$ cat src/hdl/trta_ram.sv
module trta_ram #(
    parameter int WIDTH = 8,
    parameter int DEPTH = 64
) (
    input  logic                     clk,
    input  logic                     we,
    input  logic [$clog2(DEPTH)-1:0] waddr,
    input  logic [WIDTH-1:0]         wdata,
    input  logic [$clog2(DEPTH)-1:0] raddr,
    output logic [WIDTH-1:0]         rdata
);

    logic [WIDTH-1:0] mem [DEPTH];

    always_ff @(posedge clk)
    begin
        if (we)
        begin
            mem[waddr] <= wdata;
        end
        rdata <= mem[raddr];
    end

endmodule

$ cat config.mk
export PLATFORM = sky130hd
export DESIGN_NAME = trta_ram
export DESIGN_NICKNAME = d
export VERILOG_FILES = /design/src/hdl/trta_ram.sv
export SDC_FILE = /design/constraint.sdc
export NUM_CORES = 1
export LEC_CHECK = 0
export BUFFER_PORTS_ARGS = -buffer_cell sky130_fd_sc_hd__buf_2
export CORE_MARGIN = 4
export CORE_UTILIZATION = 62
export CTS_CLUSTER_DIAMETER = 80
export DETAILED_ROUTE_END_ITERATION = 8
export PLACE_DENSITY = 0.9
export REMOVE_ABC_BUFFERS = 1
export SLEW_MARGIN = 10
export SYNTH_ARGS = -nofsm -noshare
export SYNTH_HDL_FRONTEND = slang
export SYNTH_SLANG_ARGS = --single-unit
export TNS_END_PERCENT = 50
$ cat constraint.sdc
create_clock -name clk -period 2.6 [get_ports clk]
set_clock_uncertainty 0.05 [all_clocks]
set_input_delay 0.39 -clock clk [delete_from_list [all_inputs] [get_ports clk]]
set_output_delay 0.39 -clock clk [all_outputs]
set_load 0.05 [all_outputs]
# Yosys cells after proc, flatten, opt, wreduce, memory -nomap -nowiden
# Memories as Yosys holds them, arrays and structs flattened. A register that Yosys moved wholly into a read port is not among the register bits.
# Cells that the tools add are included.
[totals] ff_bits=0 wordCells=3 n_memories=1 out_inout_bits=8 inputBits=22 mem_bits_rw=512
[op_classes] n_mux=2
[mem_list] memory="mem" words=64 word_bits=8 rd=1 rd_clocked_by_memory_dff=1 write_ports=1 line_no="13" source="logic [WIDTH-1:0] mem [DEPTH];"
[ops] op="$mux W1" n=2

# Depth between registers and ports, before layout
[depth] word_depth=2 depth_mapped=9 depth_no_buf=5

# Worst setup path after synthesis
# Ideal clock, no wire load.
[synth_path] path_kind="input port to flip-flop" from="in raddr[1]" to="reg rdata[3], read port of mem" cell_stages=7 required_time_ps=2422 path_buffers=3 setup_ps=128 setup_slack_ps=492 t_arrival_ps=1930 path_cell_list="buf_4 -> buf_2 -> buf_2 -> mux4_2 -> mux4_2 -> o21ai_1 -> o41ai_1"
[synth_lines] element="start: declaration" line_no="9" source="input logic [$clog2(DEPTH)-1:0] raddr,"
[synth_lines] element="end: declaration" line_no="10" source="output logic [WIDTH-1:0] rdata"

==> flow_metrics.tcl <==
set metrics [dict create \
    fin_cells 1565 \
    cp.arrival_ns 2.57 \
    cp_data_required_time_ns 2.98 \
    detail-route-antenna-nets 0 \
    synth-async-reset-ratio_pct 0 \
    synth_cells 940 \
    grt_remaining_overflow 0 \
    setup-violations-final 0 \
    hpwlAfterDp_mm 29.85 \
    tns_ns 0 \
    rows 65 \
    layout.cells.most_common "sky130_fd_sc_hd__edfxtp_1" \
    summed_instance_area_of_the_synthesized_netlist_mm2 0.02017 \
    maximum_number_of_pins_on_one_net_before_global_route_repair 65 \
    ys.warnings.count 0 \
    clock_tree_root "sky130_fd_sc_hd__clkbuf_16" \
    run_status "finished, final reports clean" \
    dr.pass1.iters 6 \
    vdd_ir_drop_max_v 0.0006342 \
    hold_path.class "input pin to flop" \
    final-hold-violation-count 0 \
    postcts_resize_cnt 0 \
    post-route-period-util_pct 84.31 \
    number_of_antenna_violations_at_the_first_check_in_global_routing 1 \
    clock_latency_ns 0.56 \
    effective_utilization_at_floorplan_pct 63.42 \
    cts-hold-fix-buffers 0 \
    timing.critical_path.fanout_max 1 \
    drv_slew 0 \
    final_net_count 1112 \
    min_cycle_time_layout_ns 2.192 \
    synthFlopType "sky130_fd_sc_hd__edfxtp_1" \
    detail_route.drc_violations 0 \
    path_clk_slew_ns 0.07 \
    leakage_uw 0.007599 \
    max-clock-path-buffers 3 \
    grt_pass1_vias 10980 \
    maxSlewHeadroom_pct 17.80 \
    path_class "flop to flop" \
    route.final.wire_length_mm 49.52 \
    floorplan.die_area_mm2 0.03548 \
    synth.lib_cells_used.distinct 40 \
    dr.first_iter.drc_count 1660 \
    chipHeight_um 188.4 \
    level_count_of_the_clock_h_tree 2 \
    grt_first_pass_wirelength_mm 73.80 \
    synth-seq-area-share_pct 77.03 \
    ios 30 \
    postSynthRegisterBits 520 \
    postSynthAreaPerCell_um2 21.45 \
    dr_total_vias 10700 \
    maxCapViolCount 0 \
    final_core_util_pct 73.46 \
    power_per_cell_area_mw_per_mm2 778.1 \
    placement.io_buffers 29 \
    synth_edf_count 512 \
    die_width_um 188.4 \
    tritoncts "built" \
    max_clock_freq_mhz 456.2 \
    most-common-layout-cells "512 x sky130_fd_sc_hd__edfxtp_1, 126 x sky130_fd_sc_hd__mux4_2, 114 x sky130_fd_sc_hd__buf_4, 83 x sky130_fd_sc_hd__nor2_1, 51 x sky130_fd_sc_hd__clkbuf_16" \
    drt-wirelength-per-cell_um 31.64 \
    worst_setup_path_end_kind "flop" \
    worst_pin_slew_ns 1.233 \
    gp_routability_congestion 0.8580 \
    post-cts-setup-buffer-count 0 \
    track_usage_pct 28.41 \
    layout-drive-gt1-share_pct 32.77 \
    vias_per_cell 6.840 \
    numCtsBuffers 49 \
    rsz0062_at_grt "no" \
    fp.coreArea_mm2 0.03180 \
    crit_path_start_kind "flop" \
    flow.area_growth_from_synthesis_pct 15.84 \
    placedCellCount 1474 \
    cts_num_sinks 520 \
]
-- report_power, final --
| group | internal [uW] | leakage [uW] | switching, uW |
|---|---|---|---|
| clock network | 4780 | 0.000855 | 3100 |
| logic | 366 | 0.00207 | 618 |
| registers | 9270 | 0.00467 | 41.2 |
-- layer usage --
| metal | vias up | GRT usage, % | routed length (um) |
|---|---|---|---|
| met1 | 5423 | 39.04 | 16810 |
| met3 | 165 | 7.021 | 6028 |
| li1 | 4221 | - | - |
| met5 | - | 0 | 0 |
| met4 | 0 | 11.04 | 2459 |
| met2 | 895 | 45.15 | 24220 |
-- worst max-delay path: stages (launching register included) --
cell	delay (ns)
sky130_fd_sc_hd__edfxtp_1	0.39
sky130_fd_sc_hd__mux4_2	0.50
sky130_fd_sc_hd__mux2_2	0.30
sky130_fd_sc_hd__o221a_2	0.31
sky130_fd_sc_hd__nor3_1	0.36
sky130_fd_sc_hd__o32ai_1	0.16
-- cell type report --
cell class	count	area (um2)
Timing Repair Buffer	150	1180
Clock buffer	55	1291
Tap cell	435	544.3
Fill cell	1636	8438
Multi-Input combinational cell	369	4315
Sequential cell	520	15530
Clock inverter	35	493.0
Antenna cell	1	2.502
-- kinds of logic after synthesis --
kind of cell	count (synthesis)	share of synthesized area (%)
compound gates	54	2.072
buf+inv	51	1.570
flops	520	77.03
mux	162	15.94
simple gates	153	3.387
-- worst paths after layout --
path | end | from | slack (ns) | cells after the start
max | rdata[4] | mem[24][4] | 0.41 | 5
min reg2reg | rdata[2] | mem[18][2] | 0.84 | 4
max reg2reg | rdata[4] | mem[24][4] | 0.41 | 5
min | mem[57][4] | wdata[4] | 0.16 | 1
-- synth_stat cells (all sizes together) (4+ instances only) --
| cell | number | area share [%] |
|---|---|---|
| edfxtp | 512 | 76 |
| mux4 | 126 | 14 |
| nor2 | 83 | 1.5 |
| buf | 34 | 1.3 |
| mux2i | 23 | 1.1 |
| nand2 | 19 | 0.35 |
| clkbuf | 17 | 0.32 |
| nor2b | 14 | 0.43 |
| mux2 | 13 | 0.73 |
| nand3 | 13 | 0.32 |
| dfxtp | 8 | 0.79 |
| o221ai | 8 | 0.35 |
| o22ai | 8 | 0.25 |
| nand2b | 7 | 0.22 |
| nor3 | 7 | 0.17 |
| a221oi | 6 | 0.26 |
| a211oi | 4 | 0.15 |
| o21ai | 4 | 0.099 |
-- sequential cells by signal (all words and copies together) (netlist names) --
| register | count |
|---|---|
| mem | 512 |
| rdata | 8 |
-- per-stage QoR --
stage / instance area [um2] / power, uW / setup WS (ns) / hold WS, ns
detailed placement: 21570 / 10440 / -0.04511 / 0.7309
CTS: 23360 / 18180 / 0.4647 / 0.1391
finish: 23360 / 18180 / 0.4080 / 0.1579
global placement: 21570 / 10390 / 0.05785 / 0.7234
floorplan: 19850 / 9887 / 0.7986 / 0.4389
global route: 23360 / 18630 / 0.4093 / 0.1378
Note: power is estimated with default switching activity, not from simulation.
